<file path="config.mk">
export PLATFORM = sky130hd
export DESIGN_NAME = morse_character_keyer_flat
export DESIGN_NICKNAME = d
export VERILOG_FILES = /design/src/design/mck_pkg.sv /design/src/design/mck_char_if.sv /design/src/design/mck_elem_if.sv /design/src/design/mck_front.sv /design/src/design/mck_queue.sv /design/src/design/mck_back.sv /design/src/design/morse_character_keyer.sv /design/src/flat_wrapper.sv
export SDC_FILE = /design/constraint.sdc
export NUM_CORES = 1
export LEC_CHECK = 0
export BUFFER_PORTS_ARGS = -buffer_cell sky130_fd_sc_hd__buf_2
export CAP_MARGIN = 0
export CORE_MARGIN = 2
export CORE_UTILIZATION = 60
export CTS_BUF_LIST = sky130_fd_sc_hd__clkbuf_4
export CTS_CLUSTER_DIAMETER = 40
export DETAILED_ROUTE_END_ITERATION = 7
export PLACE_DENSITY = 0.84
export SLEW_MARGIN = 20
export SYNTH_ARGS = -nofsm -noshare
export SYNTH_HDL_FRONTEND = slang
export SYNTH_SLANG_ARGS = --single-unit
</file>
<file path="constraint.sdc">
create_clock -name clk -period 4.65 [get_ports clk]
set_input_delay 0.93 -clock clk [delete_from_list [all_inputs] [get_ports clk]]
set_output_delay 0.93 -clock clk [all_outputs]
set_load 0.05 [all_outputs]
</file>
<file path="src/design/mck_pkg.sv">
// mck_pkg: shared types, register codes and the character pattern table
// for the morse character keyer; no dependencies
package mck_pkg;

  localparam int TIME_W     = 10;
  localparam int SPACE_W    = 11;
  localparam int CHAR_W     = 8;
  localparam int LEN_W      = 3;
  localparam int PAT_W      = 5;
  localparam int CFG_IDX_W  = 2;
  localparam int NUM_CODES  = 36;
  localparam int CODE_IDX_W = 6;

  // register indexes on the configuration port
  localparam logic [CFG_IDX_W-1:0] REG_DOT_TIME  = 2'd0;
  localparam logic [CFG_IDX_W-1:0] REG_DASH_TIME = 2'd1;
  localparam logic [CFG_IDX_W-1:0] REG_CHAR_GAP  = 2'd2;

  localparam logic [TIME_W-1:0] DOT_TIME_RST  = 10'd75;
  localparam logic [TIME_W-1:0] DASH_TIME_RST = 10'd200;
  localparam logic [TIME_W-1:0] CHAR_GAP_RST  = 10'd500;

  // element count per code, letters then digits
  localparam logic [LEN_W-1:0] MORSE_LEN [NUM_CODES] = '{
    3'd2, 3'd4, 3'd4, 3'd3, 3'd1, 3'd4, 3'd3, 3'd4, 3'd2, 3'd4, 3'd3, 3'd4, 3'd2,
    3'd2, 3'd3, 3'd4, 3'd4, 3'd3, 3'd3, 3'd1, 3'd3, 3'd4, 3'd3, 3'd4, 3'd4, 3'd4,
    3'd5, 3'd5, 3'd5, 3'd5, 3'd5, 3'd5, 3'd5, 3'd5, 3'd5, 3'd5
  };

  // bit k set: element k is a dash
  localparam logic [PAT_W-1:0] MORSE_PAT [NUM_CODES] = '{
    5'h02, 5'h01, 5'h05, 5'h01, 5'h00, 5'h04, 5'h03, 5'h00, 5'h00, 5'h0E,
    5'h05, 5'h02, 5'h03, 5'h01, 5'h07, 5'h06, 5'h0B, 5'h02, 5'h00, 5'h01,
    5'h04, 5'h08, 5'h06, 5'h09, 5'h0D, 5'h03,
    5'h1F, 5'h1E, 5'h1C, 5'h18, 5'h10, 5'h00, 5'h01, 5'h03, 5'h07, 5'h0F
  };

  typedef struct packed {
    logic [LEN_W-1:0] len;
    logic [PAT_W-1:0] pattern;
    logic             invalid;
  } mck_desc_t;

  typedef struct packed {
    logic [TIME_W-1:0] dot_time;
    logic [TIME_W-1:0] dash_time;
    logic [TIME_W-1:0] char_gap;
  } mck_timing_t;

  // fold case, map to table entry; no code gives a single invalid element
  function automatic mck_desc_t mck_classify(logic [CHAR_W-1:0] c);
    logic [CHAR_W-1:0]     u;
    logic [CODE_IDX_W-1:0] idx;
    logic                  found;
    mck_desc_t             d;
    u     = (c >= 8'h61 && c <= 8'h7A) ? c - 8'd32 : c;
    idx   = '0;
    found = 1'b0;
    if (u >= 8'h41 && u <= 8'h5A) begin
      idx   = CODE_IDX_W'(u - 8'h41);
      found = 1'b1;
    end else if (u >= 8'h30 && u <= 8'h39) begin
      idx   = CODE_IDX_W'(u - 8'h30) + 6'd26;
      found = 1'b1;
    end
    if (found) begin
      d.len     = MORSE_LEN[idx];
      d.pattern = MORSE_PAT[idx];
      d.invalid = 1'b0;
    end else begin
      d.len     = 3'd1;
      d.pattern = '0;
      d.invalid = 1'b1;
    end
    return d;
  endfunction

endpackage

</file>
<file path="src/design/mck_char_if.sv">
// mck_char_if: character channel, valid/ready with the ascii code
// depends on mck_pkg
interface mck_char_if import mck_pkg::*; ();
  logic              valid;
  logic              ready;
  logic [CHAR_W-1:0] char_code;

  modport source (output valid, output char_code, input ready);
  modport sink   (input valid, input char_code, output ready);
endinterface

</file>
<file path="src/design/mck_elem_if.sv">
// mck_elem_if: element channel, valid/ready with mark and space times
// depends on mck_pkg
interface mck_elem_if import mck_pkg::*; ();
  logic               valid;
  logic               ready;
  logic [TIME_W-1:0]  mark_time;
  logic [SPACE_W-1:0] space_time;
  logic               invalid_char;
  logic               last_element;

  modport source (output valid, output mark_time, output space_time,
                  output invalid_char, output last_element, input ready);
  modport sink   (input valid, input mark_time, input space_time,
                  input invalid_char, input last_element, output ready);
endinterface

</file>
<file path="src/design/mck_front.sv">
// mck_front: takes characters and registers their pattern descriptor
// depends on mck_pkg and mck_char_if
module mck_front import mck_pkg::*; (
  input  logic          clk,
  input  logic          rst,
  mck_char_if.sink      char_in,
  output logic          desc_valid,
  input  logic          desc_ready,
  output mck_desc_t     desc
);

  logic fv;

  assign char_in.ready = !fv || desc_ready;
  assign desc_valid    = fv;

  always_ff @(posedge clk) begin
    if (rst) begin
      fv <= 1'b0;
    end else if (char_in.ready) begin
      fv <= char_in.valid;
    end
  end

  always_ff @(posedge clk) begin
    if (char_in.valid && char_in.ready) begin
      desc <= mck_classify(char_in.char_code);
    end
  end

endmodule

</file>
<file path="src/design/mck_queue.sv">
// mck_queue: small descriptor fifo between front and back
// depends on mck_pkg
module mck_queue import mck_pkg::*; #(
  parameter int DEPTH = 2
) (
  input  logic      clk,
  input  logic      rst,
  input  logic      push_valid,
  output logic      push_ready,
  input  mck_desc_t push_desc,
  output logic      pop_valid,
  input  logic      pop_ready,
  output mck_desc_t pop_desc
);

  localparam int PTR_W = (DEPTH > 1) ? $clog2(DEPTH) : 1;
  localparam int CNT_W = $clog2(DEPTH + 1);

  mck_desc_t          entries [DEPTH];
  logic [PTR_W-1:0]   wr_ptr;
  logic [PTR_W-1:0]   rd_ptr;
  logic [CNT_W-1:0]   count;
  logic               push;
  logic               pop;

  assign push_ready = (count != CNT_W'(DEPTH));
  assign pop_valid  = (count != '0);
  assign push       = push_valid && push_ready;
  assign pop        = pop_valid && pop_ready;
  assign pop_desc   = entries[rd_ptr];

  always_ff @(posedge clk) begin
    if (rst) begin
      wr_ptr <= '0;
      rd_ptr <= '0;
      count  <= '0;
    end else begin
      if (push) begin
        wr_ptr <= (wr_ptr == PTR_W'(DEPTH - 1)) ? '0 : wr_ptr + 1'b1;
      end
      if (pop) begin
        rd_ptr <= (rd_ptr == PTR_W'(DEPTH - 1)) ? '0 : rd_ptr + 1'b1;
      end
      if (push && !pop) begin
        count <= count + 1'b1;
      end else if (pop && !push) begin
        count <= count - 1'b1;
      end
    end
  end

  always_ff @(posedge clk) begin
    if (push) begin
      entries[wr_ptr] <= push_desc;
    end
  end

endmodule

</file>
<file path="src/design/mck_back.sv">
// mck_back: steps through the elements of one descriptor, one per cycle while
// the output is not stalled, into the output register; depends on mck_pkg and mck_elem_if
module mck_back import mck_pkg::*; (
  input  logic        clk,
  input  logic        rst,
  input  mck_timing_t timing,
  input  logic        desc_valid,
  output logic        desc_ready,
  input  mck_desc_t   desc,
  mck_elem_if.source  elem_out
);

  logic               busy;
  mck_desc_t          cur;
  logic [LEN_W-1:0]   k;
  logic               ov;
  logic               advance;
  logic               is_last;
  logic               take;
  logic [TIME_W-1:0]  t;
  logic [SPACE_W-1:0] s;

  assign advance    = busy && (!ov || elem_out.ready);
  assign is_last    = (k == cur.len - 3'd1);
  assign desc_ready = !busy || (advance && is_last);
  assign take       = desc_valid && desc_ready;

  always_comb begin
    if (cur.invalid) begin
      t = '0;
    end else if (cur.pattern[k]) begin
      t = timing.dash_time;
    end else begin
      t = timing.dot_time;
    end
    s = {1'b0, t} + (is_last ? {1'b0, timing.char_gap} : SPACE_W'(0));
  end

  assign elem_out.valid = ov;

  always_ff @(posedge clk) begin
    if (rst) begin
      busy <= 1'b0;
      ov   <= 1'b0;
      k    <= '0;
    end else begin
      if (take) begin
        busy <= 1'b1;
        k    <= '0;
      end else if (advance) begin
        if (is_last) begin
          busy <= 1'b0;
        end
        k <= k + 3'd1;
      end
      if (advance) begin
        ov <= 1'b1;
      end else if (elem_out.ready) begin
        ov <= 1'b0;
      end
    end
  end

  always_ff @(posedge clk) begin
    if (take) begin
      cur <= desc;
    end
    if (advance) begin
      elem_out.mark_time    <= t;
      elem_out.space_time   <= s;
      elem_out.invalid_char <= cur.invalid;
      elem_out.last_element <= is_last;
    end
  end

endmodule

</file>
<file path="src/design/morse_character_keyer.sv">
// morse_character_keyer: top level, timing registers plus front, queue and back
// depends on mck_pkg, mck_char_if, mck_elem_if, mck_front, mck_queue, mck_back
//
//   channel    dir   carries                                          transfer when
//   char_in    in    char_code[7:0]                                   valid && ready
//   elem_out   out   mark_time[9:0] space_time[10:0] invalid_char     valid && ready
//                    last_element
//   cfg        in    cfg_wr_en cfg_index[1:0] cfg_data[9:0]           cfg_wr_en
//
// a character of n elements (n = 1..5) is stepped through by the back end, which
// emits one element per cycle while the output is not stalled; that element
// stepper sets the rate; the first element passes the front register, the queue,
// the back end's descriptor register and the output register
// rst is synchronous; it empties all stages and loads the timing defaults
// the front keeps taking characters while the back end or the output stalls,
// until the queue and front register are full
module morse_character_keyer import mck_pkg::*; #(
  parameter int QUEUE_DEPTH = 2
) (
  input  logic                 clk,
  input  logic                 rst,
  mck_char_if.sink             char_in,
  mck_elem_if.source           elem_out,
  input  logic                 cfg_wr_en,
  input  logic [CFG_IDX_W-1:0] cfg_index,
  input  logic [TIME_W-1:0]    cfg_data
);

  // timing registers, to be written by the user only while the keyer is idle; the block has no check for it
  mck_timing_t timing;

  // front to queue
  logic      f_valid;
  logic      f_ready;
  mck_desc_t f_desc;

  // queue to back
  logic      q_valid;
  logic      q_ready;
  mck_desc_t q_desc;

  always_ff @(posedge clk) begin
    if (rst) begin
      timing.dot_time  <= DOT_TIME_RST;
      timing.dash_time <= DASH_TIME_RST;
      timing.char_gap  <= CHAR_GAP_RST;
    end else if (cfg_wr_en) begin
      case (cfg_index)
        REG_DOT_TIME:  timing.dot_time  <= cfg_data;
        REG_DASH_TIME: timing.dash_time <= cfg_data;
        REG_CHAR_GAP:  timing.char_gap  <= cfg_data;
        default:       ;  // unknown index ignored
      endcase
    end
  end

  // classify the character into length, dash mask and invalid flag
  mck_front u_front (
    .clk        (clk),
    .rst        (rst),
    .char_in    (char_in),
    .desc_valid (f_valid),
    .desc_ready (f_ready),
    .desc       (f_desc)
  );

  // decouples classification from element stepping
  mck_queue #(
    .DEPTH (QUEUE_DEPTH)
  ) u_queue (
    .clk        (clk),
    .rst        (rst),
    .push_valid (f_valid),
    .push_ready (f_ready),
    .push_desc  (f_desc),
    .pop_valid  (q_valid),
    .pop_ready  (q_ready),
    .pop_desc   (q_desc)
  );

  // turn each descriptor into its elements using the timing registers
  mck_back u_back (
    .clk        (clk),
    .rst        (rst),
    .timing     (timing),
    .desc_valid (q_valid),
    .desc_ready (q_ready),
    .desc       (q_desc),
    .elem_out   (elem_out)
  );

  // an invalid character is a single gap-only element
  a_invalid_shape: assert property (@(posedge clk) disable iff (rst)
    elem_out.valid && elem_out.invalid_char |->
      elem_out.last_element && elem_out.mark_time == '0)
    else $error("invalid character element is not a lone gap");

  // inner elements have equal on and off times
  a_inner_space: assert property (@(posedge clk) disable iff (rst)
    elem_out.valid && !elem_out.last_element |->
      elem_out.space_time == {1'b0, elem_out.mark_time})
    else $error("inner element space differs from mark");

  // a valid element keys for a dot or a dash length
  a_mark_is_timing: assert property (@(posedge clk) disable iff (rst)
    elem_out.valid && !elem_out.invalid_char |->
      elem_out.mark_time == timing.dot_time || elem_out.mark_time == timing.dash_time)
    else $error("mark time is neither dot nor dash time");

endmodule

</file>
<file path="src/flat_wrapper.sv">
// flat-port wrapper written by rule: the top's interface ports become plain ports
module morse_character_keyer_flat import mck_pkg::*;
#(
  parameter int QUEUE_DEPTH = 2
)
  (clk, rst, cfg_wr_en, cfg_index, cfg_data, char_in_valid, char_in_char_code, char_in_ready, elem_out_valid, elem_out_mark_time, elem_out_space_time, elem_out_invalid_char, elem_out_last_element, elem_out_ready);
  mck_char_if char_in_i ();
  mck_elem_if elem_out_i ();
  input  logic clk;
  input  logic rst;
  input  logic cfg_wr_en;
  input  logic [CFG_IDX_W-1:0] cfg_index;
  input  logic [TIME_W-1:0] cfg_data;
  input wire logic [$bits(char_in_i.valid)-1:0] char_in_valid;
  input wire logic [$bits(char_in_i.char_code)-1:0] char_in_char_code;
  output wire logic [$bits(char_in_i.ready)-1:0] char_in_ready;
  output wire logic [$bits(elem_out_i.valid)-1:0] elem_out_valid;
  output wire logic [$bits(elem_out_i.mark_time)-1:0] elem_out_mark_time;
  output wire logic [$bits(elem_out_i.space_time)-1:0] elem_out_space_time;
  output wire logic [$bits(elem_out_i.invalid_char)-1:0] elem_out_invalid_char;
  output wire logic [$bits(elem_out_i.last_element)-1:0] elem_out_last_element;
  input wire logic [$bits(elem_out_i.ready)-1:0] elem_out_ready;
  assign char_in_i.valid = char_in_valid;
  assign char_in_i.char_code = char_in_char_code;
  assign char_in_ready = char_in_i.ready;
  assign elem_out_valid = elem_out_i.valid;
  assign elem_out_mark_time = elem_out_i.mark_time;
  assign elem_out_space_time = elem_out_i.space_time;
  assign elem_out_invalid_char = elem_out_i.invalid_char;
  assign elem_out_last_element = elem_out_i.last_element;
  assign elem_out_i.ready = elem_out_ready;
  morse_character_keyer #(.QUEUE_DEPTH(QUEUE_DEPTH)) u_core (.clk(clk), .rst(rst), .char_in(char_in_i), .elem_out(elem_out_i), .cfg_wr_en(cfg_wr_en), .cfg_index(cfg_index), .cfg_data(cfg_data));
endmodule
</file>
==> results.toml <==
[sta]
drv_slew = 0
fin_crit_sh = 0.9332
worst_slew_pin_slew_ns = 1.083
setup_viol = 0
tns_ns = 0
finalClockSkew_ns = 0.02582
slew_headroom = 0.2750
hold_viol = 0
rsz0062_at_grt = "no"
fmax_ghz = 0.2304
period_needed_ns = 4.339

[route]
vias = 3607
routed_wl_um = 9561
via_per_inst = 5.645
ant_nets = 0
drt_drc_violations_left = 0
first_pass_iters = 4
avgRoutedWirePerCell_um = 14.96
drt_iter0_markers = 166

[floorplanning]
start_util = 0.6190
core_sq_um = 8217
placementRows = 33
io_pins = 50
die_width_um = 96.07
dieArea_sq_um = 9229
dieHeight_um = 96.07

[cts]
cts-hold-fix-buffers = 0
cts-resized-gates = 0
cts.path.max_buffers = 2
htree_levels = 3
clock_latency_ns = 0.43
clock-sinks = 99
post_cts.repair.setup_buffers = 0
clk_pin_slew_worst_paths_ns = 0.14
cts_root_buf = "clkbuf_4"
cts_tree = "done"
cts_buffers = 9

[place]
placed_cell_area_sq_um = 5419
portBuffers = 49
gp_congestion = 0.8895
hpwl_um = 7042
dp.cells = 623

[pwr]
sw_frac_of_total = 0.3715
p_switching_mw = 0.9846
pwr-share-clk = 0.164
ir_drop_uv = 208.9
power-per-cell-area_nw_per_um2 = 476.3
p_total_mw = 2.651
p_comb_frac = 0.373
internal-power_mw = 1.666
leakagePower_nw = 2.207
pwr-share-seq = 0.463

[critical_path]
crit_path_top_delay_cell = "mux4_2"
critPathMaxFanout = 10
cpMostUsedCell = "o21ai_0"
crit_chain = "mux4_2 > nor2b_1 > a31oi_1 > buf_4 > mux2i_1 > nor2_1 > ha_1 > nor2b_1 > o21ai_0 > a21boi_0 > o21ai_0 > a21boi_0 > o21a_1 > o21ai_0 > nand2b_1 > a21o_1"
start_kind = "flip-flop"
path_class = "flip-flop to flip-flop"
crit_path_end_kind = "flip-flop"
crit_required_ns = 4.84
arrival_ns = 4.53
max_stage_delay_ns = 0.53

[synthesis]
synth_top_area_share = 0.3483
synth.distinct_cells = 60
synth_most_common_cell = "nand2_1"
synth_seq_area_share = 0.5058
synthTopCellsByCount = "61 x nand2_1, 59 x edfxtp_1, 42 x nor2_1"
syn_nets = 535
synth_area_per_cell_sq_um = 10.55
synth_seq_cells = 99
synth_edf_count = 59
netlist_instances = 482
synth_area_sq_um = 5086
synth_top_area_cell = "edfxtp_1"
synthTopCellsByArea = "edfxtp_1 35%, dfxtp_1 16%, ha_1 6.6%, nand2_1 4.5%, mux2i_1 3.9%"
synth_ff_type = "edfxtp_1"
synth-warning-count = 0
synthArstFlopShare = 0

[finish]
diodes = 0
num-nets-final = 582
fill_cells = 627
finalInstanceArea_sq_um = 5565
drive_gt1_frac = 0.1891
regArea_sq_um = 2572
area_growth_pct = 9.422
layoutNonFillerInstCount = 639
multi_input_area_sq_um = 2340

[min_path]
worstHoldPathType = "flip-flop to flip-flop"

[run_status]
status = "finished clean"

[grt]
antenna_found_initial = 0
grt_pass1_vias = 3424
grt-ovfl-total = 0
grt_pass1_wl_um = 15840
grt_max_degree = 41
track_usage = 0.2197

[flow_run]
drv_cap = 0
cells in the final DEF, fill, tap and decap left out, types with 4 or more instances in the layout:
cell       n
a211o_1    5
a21o_1     4
a21oi_1   27
and2_1    11
buf_2     49
buf_4      5
clkbuf_4  10
dfxtp_1   40
edfxtp_1  59
ha_1      27
inv_1     22
inv_2      4
mux2_2     9
mux2i_1   20
nand2_1   61
nand3_1    5
nand3b_1  12
nor2_1    42
nor2b_1   10
nor3_1     9
o21a_1     4
o21ai_0   12
xnor2_1   14
xor2_1     5
worst max-delay path: cells and delay by family (launching register included):
kind | cells | cell delay (ns)
flops | 1 | 0.48
mux | 2 | 0.81
buf+inv | 1 | 0.27
compound gates | 8 | 1.70
fa+ha+maj | 1 | 0.36
simple gates | 4 | 0.49
per-layer routing:
| layer | GRT usage | vias to the layer above | share of wire |
|---|---|---|---|
| li1 | - | 1800 | - |
| met4 | 0.08333 | 0 | 0.019 |
| met2 | 0.3750 | 109 | 0.50 |
| met5 | 0 | - | 0 |
| met3 | 0.03211 | 14 | 0.044 |
| met1 | 0.2826 | 1684 | 0.44 |
logic make-up after synthesis:
| group | after synthesis | share of synthesized area |
|---|---|---|
| compound gates | 90 | 0.1245 |
| xor+xnor | 19 | 0.03272 |
| fa+ha+maj | 28 | 0.07036 |
| buf+inv | 44 | 0.03665 |
| flops | 99 | 0.5058 |
| mux | 30 | 0.06371 |
| simple gates | 172 | 0.1663 |
flip-flops by register name, summed over array words and instances, names as in the netlist, 2 cells and up:
register,count
u_core.timing,30
u_core.u_back.cur,9
u_core.u_back.elem_out.mark_time,10
u_core.u_back.elem_out.space_time,11
u_core.u_back.k,3
u_core.u_front.desc,9
u_core.u_queue.count,2
u_core.u_queue.entries,18
area by class of cell:
type	count	share of cell area
clock inverters	6	0.01192
multi-input cells	339	0.4204
repair buffers	54	0.05081
flip-flops and latches	99	0.4622
clock buffers	10	0.01349
inverters	26	0.01754
well taps	105	0.02361
power groups by stage:
stage                     Clock (mW)  Combinational, mW  Sequential [mW]
after floorplan                    0              0.548             1.46
after global placement             0              0.949             1.24
after detailed placement           0              0.976             1.25
after CTS                      0.441              0.985             1.23
after global routing           0.478               1.07             1.25
final                          0.435              0.988             1.23
worst paths after layout:
check	start	to	slack, ns	cells past startpoint
max	u_core.u_back.k[0]$_SDFFE_PP0P_	u_core.u_back.elem_out.space_time[10]$_DFFE_PP_	0.31	16
min	u_core.u_front.desc[5]$_SDFFCE_PP0P_	u_core.u_queue.entries[0][5]$_DFFE_PP_	0.46	0
max reg2reg	u_core.u_back.k[0]$_SDFFE_PP0P_	u_core.u_back.elem_out.space_time[10]$_DFFE_PP_	0.31	16
min reg2reg	u_core.u_front.desc[5]$_SDFFCE_PP0P_	u_core.u_queue.entries[0][5]$_DFFE_PP_	0.46	0
per-stage QoR:
stage               hold WS, ns  setup slack [ns]  utilization
floorplan                0.4215            0.9085            -
global placement         0.4230            0.6011       0.6595
global route             0.4803           0.01975       0.6773
CTS                      0.4522            0.4129       0.6767
finish                   0.4570            0.3105       0.6773
detailed placement       0.4343            0.4698       0.6595
(Power assumes the default switching activity.)
